File: config.mk
export PLATFORM = sky130hd
export DESIGN_NAME = srt_apb_regs
export DESIGN_NICKNAME = d
export VERILOG_FILES = /design/src/rtl/assert_macros.svh /design/src/rtl/srt_pkg.sv /design/src/rtl/srt_apb_regs.sv
export SDC_FILE = /design/constraint.sdc
export NUM_CORES = 1
export LEC_CHECK = 0
export ABC_CLOCK_PERIOD_IN_PS = 2600
export CAP_MARGIN = 25
export CORE_AREA = 2 2 70 72
export DETAILED_ROUTE_END_ITERATION = 8
export DIE_AREA = 0 0 72 74
export DONT_BUFFER_PORTS = 1
export GPL_ROUTABILITY_DRIVEN = 0
export PLACE_DENSITY = 0.52
export SLEW_MARGIN = 20
export SYNTH_ARGS = -nofsm -noshare
export SYNTH_HDL_FRONTEND = slang
export SYNTH_SLANG_ARGS = --single-unit
File: constraint.sdc
create_clock -name clk -period 2.6 [get_ports clk]
set_clock_uncertainty 0.15 [all_clocks]
set_input_delay 0.13 -clock clk [delete_from_list [all_inputs] [get_ports clk]]
set_output_delay 0.13 -clock clk [all_outputs]
set_load 0.05 [all_outputs]
File: src/rtl/assert_macros.svh
// Assertion macros shared by the shared region table RTL.
// Depends on a clk and an active-low rst_n in the scope of each use.
`ifndef ASSERT_MACROS_SVH
`define ASSERT_MACROS_SVH
`ifndef SYNTHESIS
// Same-cycle implication, disabled during reset
`define SRT_ASSERT_IMPL(lbl, ante, cons, msg) \
    lbl: assert property (@(posedge clk) disable iff (!rst_n) (ante) |-> (cons)) \
        else $error(msg);
// Next-cycle implication, disabled during reset
`define SRT_ASSERT_NEXT(lbl, ante, cons, msg) \
    lbl: assert property (@(posedge clk) disable iff (!rst_n) (ante) |=> (cons)) \
        else $error(msg);
`else
`define SRT_ASSERT_IMPL(lbl, ante, cons, msg)
`define SRT_ASSERT_NEXT(lbl, ante, cons, msg)
`endif
`endif

File: src/rtl/srt_pkg.sv
// Shared types and codes of the shared region table.
// No dependencies; imported by every module of the block.
package srt_pkg;

    // Operation kinds carried in s_tuser
    localparam logic [1:0] KIND_ALLOC = 2'd0;
    localparam logic [1:0] KIND_FREE  = 2'd1;
    localparam logic [1:0] KIND_SYNC  = 2'd2;
    localparam logic [1:0] KIND_FAULT = 2'd3;

    // Result status codes
    localparam logic [2:0] ST_OK         = 3'd0;
    localparam logic [2:0] ST_FULL       = 3'd1;
    localparam logic [2:0] ST_GRANT_FAIL = 3'd2;
    localparam logic [2:0] ST_NOT_FOUND  = 3'd3;
    localparam logic [2:0] ST_NOT_OWNER  = 3'd4;

    // Access states
    localparam logic [1:0] ACC_INVALID = 2'd0;
    localparam logic [1:0] ACC_RO      = 2'd1;
    localparam logic [1:0] ACC_RW      = 2'd2;

    // Field widths
    localparam int ADDR_W   = 64;
    localparam int NODE_W   = 32;
    localparam int STATUS_W = 3;
    localparam int SLOT_W   = 6;

    // Stream beat widths (whole bytes)
    localparam int IN_DATA_W  = 224;
    localparam int OUT_FLDS_W = STATUS_W + SLOT_W + ADDR_W + 1;
    localparam int OUT_DATA_W = 80;

    // Configuration register indexes
    localparam logic REG_LOCAL_NODE = 1'b0;

    // One table entry as held in the entry memory
    typedef struct packed {
        logic [ADDR_W-1:0] base;
        logic [ADDR_W-1:0] size;
        logic [NODE_W-1:0] owner;
        logic [1:0]        access;
    } entry_t;

    // Write request to the entry memory
    typedef struct packed {
        logic   en;
        entry_t data;
    } mem_wr_t;

endpackage

File: src/rtl/srt_apb_regs.sv
// APB configuration registers of the shared region table (local node id).
// Depends on srt_pkg for register indexes and widths.
module srt_apb_regs
    import srt_pkg::*;
(
    input  logic              clk,
    input  logic              rst_n,
    input  logic              psel,
    input  logic              penable,
    input  logic              pwrite,
    input  logic [2:0]        paddr,
    input  logic [31:0]       pwdata,
    output logic [31:0]       prdata,
    output logic              pready,
    output logic [NODE_W-1:0] local_node
);

    logic [NODE_W-1:0] local_node_reg;
    logic              wr_hit;

    // Word index sits above the byte offset
    assign wr_hit = psel && penable && pwrite && (paddr[2] == REG_LOCAL_NODE);

    // Hold the local node id
    always_ff @(posedge clk or negedge rst_n)
    begin
        if (!rst_n)
        begin
            local_node_reg <= NODE_W'(1);
        end
        else if (wr_hit)
        begin
            local_node_reg <= pwdata[NODE_W-1:0];
        end
    end

    // Read back
    always_comb
    begin
        if (paddr[2] == REG_LOCAL_NODE)
        begin
            prdata = local_node_reg;
        end
        else
        begin
            prdata = '0;
        end
    end

    assign pready     = 1'b1;
    assign local_node = local_node_reg;

endmodule

==> impl_metrics.yaml, run 1 <==
floorplanning:
  ios: 105
  rows: 25
  dieWidth_um: 72
  initial_core_util_pct: 33.8
  die_h_um: 74
  die-area_sq_mm: 0.00533
  fp.coreArea_sq_mm: 0.00460
route:
  avgRoutedWirePerCell_um: 16.6
  drt-pass1-iter-count: 4
  drt_wl_total_um: 3770
  detail_route.vias_per_cell: 4.66
  num_vias: 1058
  dr.first_iter.drc_count: 36
  drtAntennaViolNets: 0
  drc: 0
clock_tree:
  clk_transition_reported_paths_ns: 0.06
  ctsHoldBuffers: 34
  ctsHtreeMaxLevel: 2
  clk_latency_ns: 0.27
  numClockSinks: 32
  cts-root-buf: "clkbuf_8"
  post-cts-setup-buffers: 0
  cts_made_buffers: 5
  cts_tree: "done"
  clock_path_buffers: 2
  cts_resized: 0
pwr:
  vdd_drop_max_v: 0.000417
  power_mw: 2.13
  power_density_mw_per_mm2: 942
  leakage_nw: 1.13
worst_setup_path:
  worstRegToRegCells: 1
  cpPeakStageDelay_ns: 0.66
  crit_type: "flop to primary output"
  critical_path_required_ns: 2.32
  path_cells: "nor2b_1 -> buf_4"
  crit_family: "flip-flops"
  critPathArrivalTime_ns: 1.38
  ff2ff_setup_slack_ns: 1.40
  rr_startpoint: "local_node[17]"
  critPathLaunchType: "flop"
  cp-end-kind: "primary output"
  critPathSlowestCell: "dfrtp_1"
  crit_buf_inv: 1
  r2r_end: "local_node[17]"
  crit_fanout: 3
synthesis:
  syn-instance-count: 105
  synth_top_family_by_area: "multiplexers"
  synth_compound_area_share_pct: 0
  synth-xor-area-share_pct: 0
  synth_cell_types: 10
  yosysTopAreaCellShare_pct: 49.9
  seq_area_frac_synth_pct: 51.6
  synth_adder_area_share_pct: 0
  synthTopCellsByArea: "dfrtp_1, mux2_4, nor2b_1"
  synthSimpleGateAreaFrac_pct: 14.4
  synth_area_sq_mm: 0.00156
  synth.avg_cell_area_sq_um: 14.8
  syn_nets: 145
  synth-seq-cells: 32
  synth_top_cell_by_area: "dfrtp_1"
  yosys_warnings: 0
  synth.area.mux_share_pct: 30.4
run_status:
  outcome: "complete, no violations"
global_route:
  overflow: 0
  grt_use_met1_pct: 14.3
  grt_use_met3_pct: 3.66
  grt_pass1_wl_um: 5390
  grtUsageTotal_pct: 13.6
  grt_pass1_vias: 1050
  grt_max_degree: 34
  antenna_found_initial: 0
  use_met2_pct: 25.3
  top_usage_layer: "met2"
finish:
  n_antenna_cell: 0
  layout-drive-gt1-share_pct: 43.9
  layout-area-overhead-vs-synth_pct: 45.4
  nets: 212
  final_core_util_pct: 49.2
  largest_reg_flops: 32
sta:
  slew_headroom_pct: 61.1
  finalCritPeriodShare_pct: 63.8
  worst_pin_slew_ns: 0.583
  finalHoldViolCount: 0
  grt_setup_unrepaired: "false"
  timing.fmax_mhz: 603
  finalSetupViolations: 0
  slew_viol_final: 0
  fin_crit_ns: 1.66
  fin_tns_setup_ns: 0
place:
  io_buffers: 0
  hpwlAfterDp_um: 2300
flow_run:
  maxCapViolCount: 0
worst_hold_path:
  hold_class: "input port to asynchronous set/reset pin"
## metal layers
layer	vias to the layer above	part of all wire [%]
met2	44	57
met3	7	5.2
li1	476	-
met5	-	0
met4	0	1.6
met1	531	36
## Yosys cell counts
master and number:
buf_6 3, dfstp_2 1, nand4b_4 1, clkbuf_1 3, mux2_4 30, buf_4 1, mux2_2 2, dfrtp_1 31
nor2b_1 32, conb_1 1
## cell type report
type	instances	area, sq um
Fill cell	413	2340
Sequential cell	32	802
Multi-Input combinational cell	66	701
Timing Repair Buffer	67	598
Clock buffer	6	82.6
Tap cell	54	67.6
Clock inverter	2	10.0
## cells in the final DEF, fill, tap and decap left out
cell,netlist,final
dlygate4sd3_1,0,33
buf_4,1,33
nor2b_1,32,32
dfrtp_1,31,31
mux2_4,30,30
clkbuf_8,0,6
mux2_2,2,2
clkinv_2,0,2
nand4b_4,1,1
conb_1,1,1
buf_12,0,1
dfstp_2,1,1
## logic make-up (layout without fill, tap and decap cells)
| family | count (synthesis) | count (layout) |
|---|---|---|
| other | 1 | 1 |
| buffers and inverters | 7 | 75 |
| DFF | 32 | 32 |
| muxes | 32 | 32 |
| and+or+nand+nor | 33 | 33 |
## worst max path at each step
stage	from	to	slack (ns)	cells after the start
CTS	local_node[6]	prdata[6]	0.95	2
finish	local_node[22]	prdata[22]	0.94	2
global placement	paddr[2]	local_node[26]	1.20	3
detailed placement	paddr[2]	local_node[26]	1.17	3
floorplan	local_node[0]	prdata[0]	0.88	1
global route	local_node[22]	prdata[22]	0.86	2
## metrics by stage
stage | area (sq um) | hold WS (ns) | instances | setup WS [ns]
2_1_floorplan | 1560 | -0.316 | 105 | 0.875
3_3_place_gp | 1820 | -0.315 | 185 | 1.20
3_5_place_dp | 1820 | -0.315 | 185 | 1.17
4_1_cts | 2260 | 0.144 | 227 | 0.945
5_1_grt | 2260 | 0.151 | 227 | 0.861
6_report | 2260 | 0.152 | 227 | 0.942
## power breakdown
| group | internal, mW | switching, mW |
|---|---|---|
| logic | 0.304 | 0.340 |
| registers | 0.603 | 0.499 |
| clock network | 0.211 | 0.174 |
(Power assumes the default switching activity.)
==> run 2, diff against run 1 <==
--- a/config.mk
+++ b/config.mk
@@ -5,14 +5,15 @@
 export SDC_FILE = /design/constraint.sdc
 export NUM_CORES = 1
 export LEC_CHECK = 0
-export ABC_CLOCK_PERIOD_IN_PS = 2600
+export ABC_AREA = 1
+export ABC_CLOCK_PERIOD_IN_PS = 1450
 export CAP_MARGIN = 25
-export CORE_AREA = 2 2 70 72
+export CORE_AREA = 2 2 71 73
 export DETAILED_ROUTE_END_ITERATION = 8
-export DIE_AREA = 0 0 72 74
+export DIE_AREA = 0 0 73 75
 export DONT_BUFFER_PORTS = 1
 export GPL_ROUTABILITY_DRIVEN = 0
-export PLACE_DENSITY = 0.52
+export PLACE_DENSITY = 0.53
 export SLEW_MARGIN = 20
 export SYNTH_ARGS = -nofsm -noshare
 export SYNTH_HDL_FRONTEND = slang
==> constraint.sdc (replaced) <==
create_clock -name clk -period 1.45 [get_ports clk]
set_clock_uncertainty 0.15 [all_clocks]
set_input_delay 0.0725 -clock clk [delete_from_list [all_inputs] [get_ports clk]]
set_output_delay 0.0725 -clock clk [all_outputs]
set_load 0.05 [all_outputs]
==> impl_metrics.yaml, run 2 <==
run_status:
  outcome: "complete, no violations"
synthesis:
  async_flop_share_pct: 100
  synth-edff-count: 0
  yosysTopAreaCellShare_pct: 48.9
  yosys_warnings: 0
  synth.avg_cell_area_sq_um: 7.49
  synthTopCellsByArea: "dfrtp_1, nand2_1, nand3_1"
  synth-seq-cells: 32
  seq_area_frac_synth_pct: 50.5
  synth_top_cell_by_area: "dfrtp_1"
  synth_area_sq_mm: 0.00159
  synthTopCellsByCount: "nand2_1, inv_1, nand3_1, nor2_1, dfrtp_1"
  yosysMostFrequentCell: "nand2_1"
  syn_nets: 252
  syn-instance-count: 212
  ys.flop_type: "dfrtp_1"
  synth_cell_types: 13
sta:
  finalHoldViolCount: 0
  hold_ws_ns: 0.0104
  setup_ws_ns: 0.108
  finalSetupViolations: 0
  finalCritPeriodShare_pct: 92.6
  grt_setup_unrepaired: "false"
  slew_viol_final: 0
  fin_crit_ns: 1.34
  fin_tns_setup_ns: 0
  timing.fmax_mhz: 745
pwr:
  power_density_mw_per_mm2: 1260
  leakage_nw: 1.58
  p_seq_share_pct: 28.8
  netSwitchingFraction_pct: 44.9
  clkPwrFrac_pct: 17.2
  power_mw: 4.09
  power.switching_mw: 1.84
  internal-power_mw: 2.25
  vdd_drop_max_v: 0.000727
  comb_power_share_pct: 54.1
worst_setup_path:
  critPathArrivalTime_ns: 1.12
  critical_path.startpoint: "local_node[0]"
  crit_type: "flop to primary output"
  ff2ff_setup_slack_ns: 0.37
  critPathLaunchType: "flop"
  critical_path_required_ns: 1.23
  crit_fanout: 2
  critPathSlowestCell: "dfstp_2"
  worstRegToRegCells: 3
  r2r_end: "local_node[0]"
  crit_family: "flip-flops"
  crit_buf_inv: 2
  cp.depth: 3
  rr_startpoint: "local_node[0]"
  crit_path_end: "prdata[0]"
  cpPeakStageDelay_ns: 0.53
  cp-end-kind: "primary output"
  path_cells: "inv_1 -> nor2_2 -> buf_12"
global_route:
  grt_pass1_wl_um: 8130
  overflow: 0
  grtUsageTotal_pct: 19.6
  antenna_found_initial: 0
  grt_pass1_vias: 1759
  grt_max_degree: 34
finish:
  layout-drive-gt1-share_pct: 34.1
  n_antenna_cell: 0
  num-fill-cells: 357
  layout_commonest_cell: "nand2_1"
  final_cell_area_sq_mm: 0.00324
  layout_common_cells: "nand2_1, dlygate4sd3_1, buf_4"
  layout-area-overhead-vs-synth_pct: 104
  largest_reg_flops: 32
  nets: 373
  final_cells: 388
  final_core_util_pct: 69.5
clock_tree:
  ctsHtreeMaxLevel: 2
  clock_path_buffers: 2
  clk_latency_ns: 0.27
  numClockSinks: 32
  clk_transition_reported_paths_ns: 0.06
  cts_made_buffers: 5
  cts-root-buf: "clkbuf_8"
  cts_tree: "done"
place:
  place_area_sq_mm: 0.00254
  hpwlAfterDp_um: 2980
  place_ws_ns: 0.287
  io_buffers: 0
  dp.cells: 319
floorplanning:
  dieWidth_um: 73
  rows: 25
  die-area_sq_mm: 0.00548
  initial_core_util_pct: 34.1
  ios: 105
  die_h_um: 75
  fp.coreArea_sq_mm: 0.00466
route:
  drt_wl_total_um: 5140
  drc: 0
  num_vias: 1766
  avgRoutedWirePerCell_um: 13.2
  drtAntennaViolNets: 0
  dr.first_iter.drc_count: 48
  drt-pass1-iter-count: 4
  detail_route.vias_per_cell: 4.55
flow_run:
  maxCapViolCount: 0
worst_hold_path:
  hold_class: "input port to flop"
[run 2: cell types whose count changed after synthesis, sizes merged]
cell    change
buf        +10
nor2       +33
nand3      +32
nand2      +66
inv        +34
clkbuf      -3
mux2       -32
nand4b      -1
nor2b      -32
[run 2: area by class of cell]
type,count,area (sq um),share of cell area (%)
clock buffers,8,90.1,2.78
inverters,34,128,3.94
multi-input cells,132,639,19.7
flip-flops and latches,32,802,24.7
well taps,54,67.6,2.08
repair buffers,128,1510,46.7
[run 2: metal layers]
| layer | global-route usage, % | up-vias | wire length [um] |
|---|---|---|---|
| met4 | 7.20 | 0 | 61 |
| met3 | 5.49 | 7 | 337 |
| met2 | 36.1 | 67 | 2770 |
| met5 | 0 | - | 0 |
| li1 | - | 869 | - |
| met1 | 21.3 | 823 | 1970 |
[run 2: worst min-delay path by stage]
stage / start / endpoint / slack, ns / depth (start not counted)
2_1_floorplan: rst_n / local_node[10] / -0.37 / 0
3_3_place_gp: rst_n / local_node[14] / -0.37 / 0
3_5_place_dp: rst_n / local_node[13] / -0.37 / 0
4_1_cts: penable / local_node[7] / 0.004 / 4
5_1_grt: penable / local_node[7] / 0.02 / 4
6_report: penable / local_node[7] / 0.01 / 4
[run 2: worst min-delay path, cell delays in order]
cell and delay [ns]:
nand2_1 0.05, inv_2 0.11, nand3_1 0.11, nand2_1 0.05
[run 2: what timing repair did]
item | in CTS | in global routing
endpoints found under the hold margin | 64 | 0
setup endpoints to repair | 0 | 1
hold buffers | 57 | 0
gates resized for setup | 0 | 0
buffers inserted | 0 | 4
[run 2: logic make-up after synthesis]
| kind of cell | after synthesis | share of synthesized area [%] |
|---|---|---|
| buffers and inverters | 48 | 14.3 |
| DFF | 32 | 50.5 |
| other | 1 | 0.236 |
| and+or+nand+nor | 131 | 35.0 |
[run 2: power groups by stage]
stage	Combinational (mW)	Clock, mW	Sequential, mW
final	2.21	0.702	1.18
after global routing	2.32	0.771	1.20
after CTS	2.20	0.713	1.17
after detailed placement	2.09	0	1.19
after global placement	2.07	0	1.18
after floorplan	0.705	0	1.79
==> run 3, diff against run 2 <==
--- a/config.mk
+++ b/config.mk
@@ -9,6 +9,7 @@
 export ABC_CLOCK_PERIOD_IN_PS = 1450
 export CAP_MARGIN = 25
 export CORE_AREA = 2 2 71 73
+export CTS_BUF_LIST = sky130_fd_sc_hd__clkbuf_4
 export DETAILED_ROUTE_END_ITERATION = 8
 export DIE_AREA = 0 0 73 75
 export DONT_BUFFER_PORTS = 1
==> impl_metrics.yaml, run 3 (synthesis results as in run 2) <==
finish:
  layout_commonest_cell: "nand2_1"
  final_core_util_pct: 69.1
  final_cell_area_sq_mm: 0.00322
  layout_common_cells: "nand2_1, dlygate4sd3_1, buf_4"
  multi_input_area_sq_um: 644
  num-fill-cells: 359
  seq_area_sq_um: 802
  layout-area-overhead-vs-synth_pct: 103
  n_antenna_cell: 0
  largest_reg_flops: 32
  nets: 373
  layout-drive-gt1-share_pct: 33.5
place:
  hpwlAfterDp_um: 2980
  place_area_sq_mm: 0.00254
  io_buffers: 0
global_route:
  grt_pass1_wl_um: 8270
  grt_pass1_vias: 1801
  antenna_found_initial: 0
  overflow: 0
  grt_max_degree: 34
  grtUsageTotal_pct: 20.0
route:
  num_vias: 1769
  drc: 0
  drtAntennaViolNets: 0
  drt-pass1-iter-count: 4
  dr.first_iter.drc_count: 53
  drt_wl_total_um: 5170
  avgRoutedWirePerCell_um: 13.3
  detail_route.vias_per_cell: 4.56
worst_setup_path:
  critPathLaunchType: "flop"
  crit_buf_inv: 2
  critPathSlowestCell: "dfstp_2"
  r2r_end: "local_node[0]"
  critPathArrivalTime_ns: 1.17
  cp-end-kind: "primary output"
  rr_startpoint: "local_node[0]"
  crit_family: "flip-flops"
  worstRegToRegCells: 3
  crit_fanout: 2
  critical_path.startpoint: "local_node[0]"
  ff2ff_setup_slack_ns: 0.35
  path_cells: "inv_2 -> nor2_4 -> buf_12"
  critical_path_required_ns: 1.23
  cpPeakStageDelay_ns: 0.55
  crit_type: "flop to primary output"
clock_tree:
  clk_transition_reported_paths_ns: 0.09
  cts_tree: "done"
  cts-root-buf: "clkbuf_4"
  post-cts-setup-buffers: 0
  cts_made_buffers: 5
  ctsHtreeMaxLevel: 2
  numClockSinks: 32
  clk_latency_ns: 0.32
  clock_path_buffers: 2
sta:
  finalCritPeriodShare_pct: 95.9
  finalHoldViolCount: 0
  timing.fmax_mhz: 719
  grt_setup_unrepaired: "true"
  slew_viol_final: 0
  finalSetupViolations: 0
  fin_tns_setup_ns: 0
  fin_crit_ns: 1.39
floorplanning:
  dieWidth_um: 73
  initial_core_util_pct: 34.1
  ios: 105
  die_h_um: 75
  fp.coreArea_sq_mm: 0.00466
  rows: 25
  die-area_sq_mm: 0.00548
worst_hold_path:
  holdPathEnd: "local_node[31]"
  whs_path_depth: 4
  hold_path.startpoint: "paddr[2]"
  hold_class: "input port to flop"
flow_run:
  maxCapViolCount: 0
pwr:
  leakage_nw: 1.55
  power_mw: 3.90
  vdd_drop_max_v: 0.000710
  power_density_mw_per_mm2: 1210
run_status:
  outcome: "complete, no violations"
run 3: cell type report:
cell class / count / area share [%]
repair buffers: 128 / 47.3
flip-flops and latches: 32 / 24.9
multi-input cells: 132 / 20.0
inverters: 34 / 3.96
well taps: 54 / 2.10
clock buffers: 7 / 1.63
clock inverters: 1 / 0.117
run 3: how the worst max path moves through the flow:
stage                           to  slack, ns  depth (start not counted)
floorplan                prdata[0]       0.04                          2
global placement    local_node[27]       0.31                          5
detailed placement  local_node[17]       0.29                          5
CTS                      prdata[0]       0.02                          3
global route             prdata[0]     -0.008                          3
finish                   prdata[0]       0.06                          3
run 3: worst register-to-register path: stages, from the launching register on:
cell and delay, ns:
dfstp_2 0.55, buf_4 0.20, nand2_1 0.08, nand2_1 0.07
run 3: where the power goes:
part | switching (mW) | total [mW] | internal [mW]
clock | 0.295 | 0.519 | 0.224
combinational | 1.41 | 2.21 | 0.798
sequential | 0.113 | 1.18 | 1.06
run 3: through the flow:
step / instances / hold WS [ns] / setup WS (ns)
floorplan: 212 / -0.373 / 0.0410
global placement: 319 / -0.372 / 0.309
detailed placement: 319 / -0.372 / 0.287
CTS: 388 / 0.00302 / 0.0192
global route: 388 / 0.0185 / -0.00777
finish: 388 / 0.0241 / 0.0598
run 3: timing repair:
item / in CTS / in global routing
endpoints found under the setup margin: 0 / 1
endpoints found under the hold margin: 64 / 0
gates resized for setup: 0 / 2
hold buffers: 61 / 0
run 3: metal layers:
| layer | part of all wire [%] | track usage, % | up-vias |
|---|---|---|---|
| li1 | - | - | 867 |
| met1 | 38 | 21.3 | 820 |
| met2 | 53 | 36.2 | 70 |
| met3 | 7.0 | 6.69 | 12 |
| met4 | 2.3 | 8.23 | 0 |
| met5 | 0 | 0 | - |
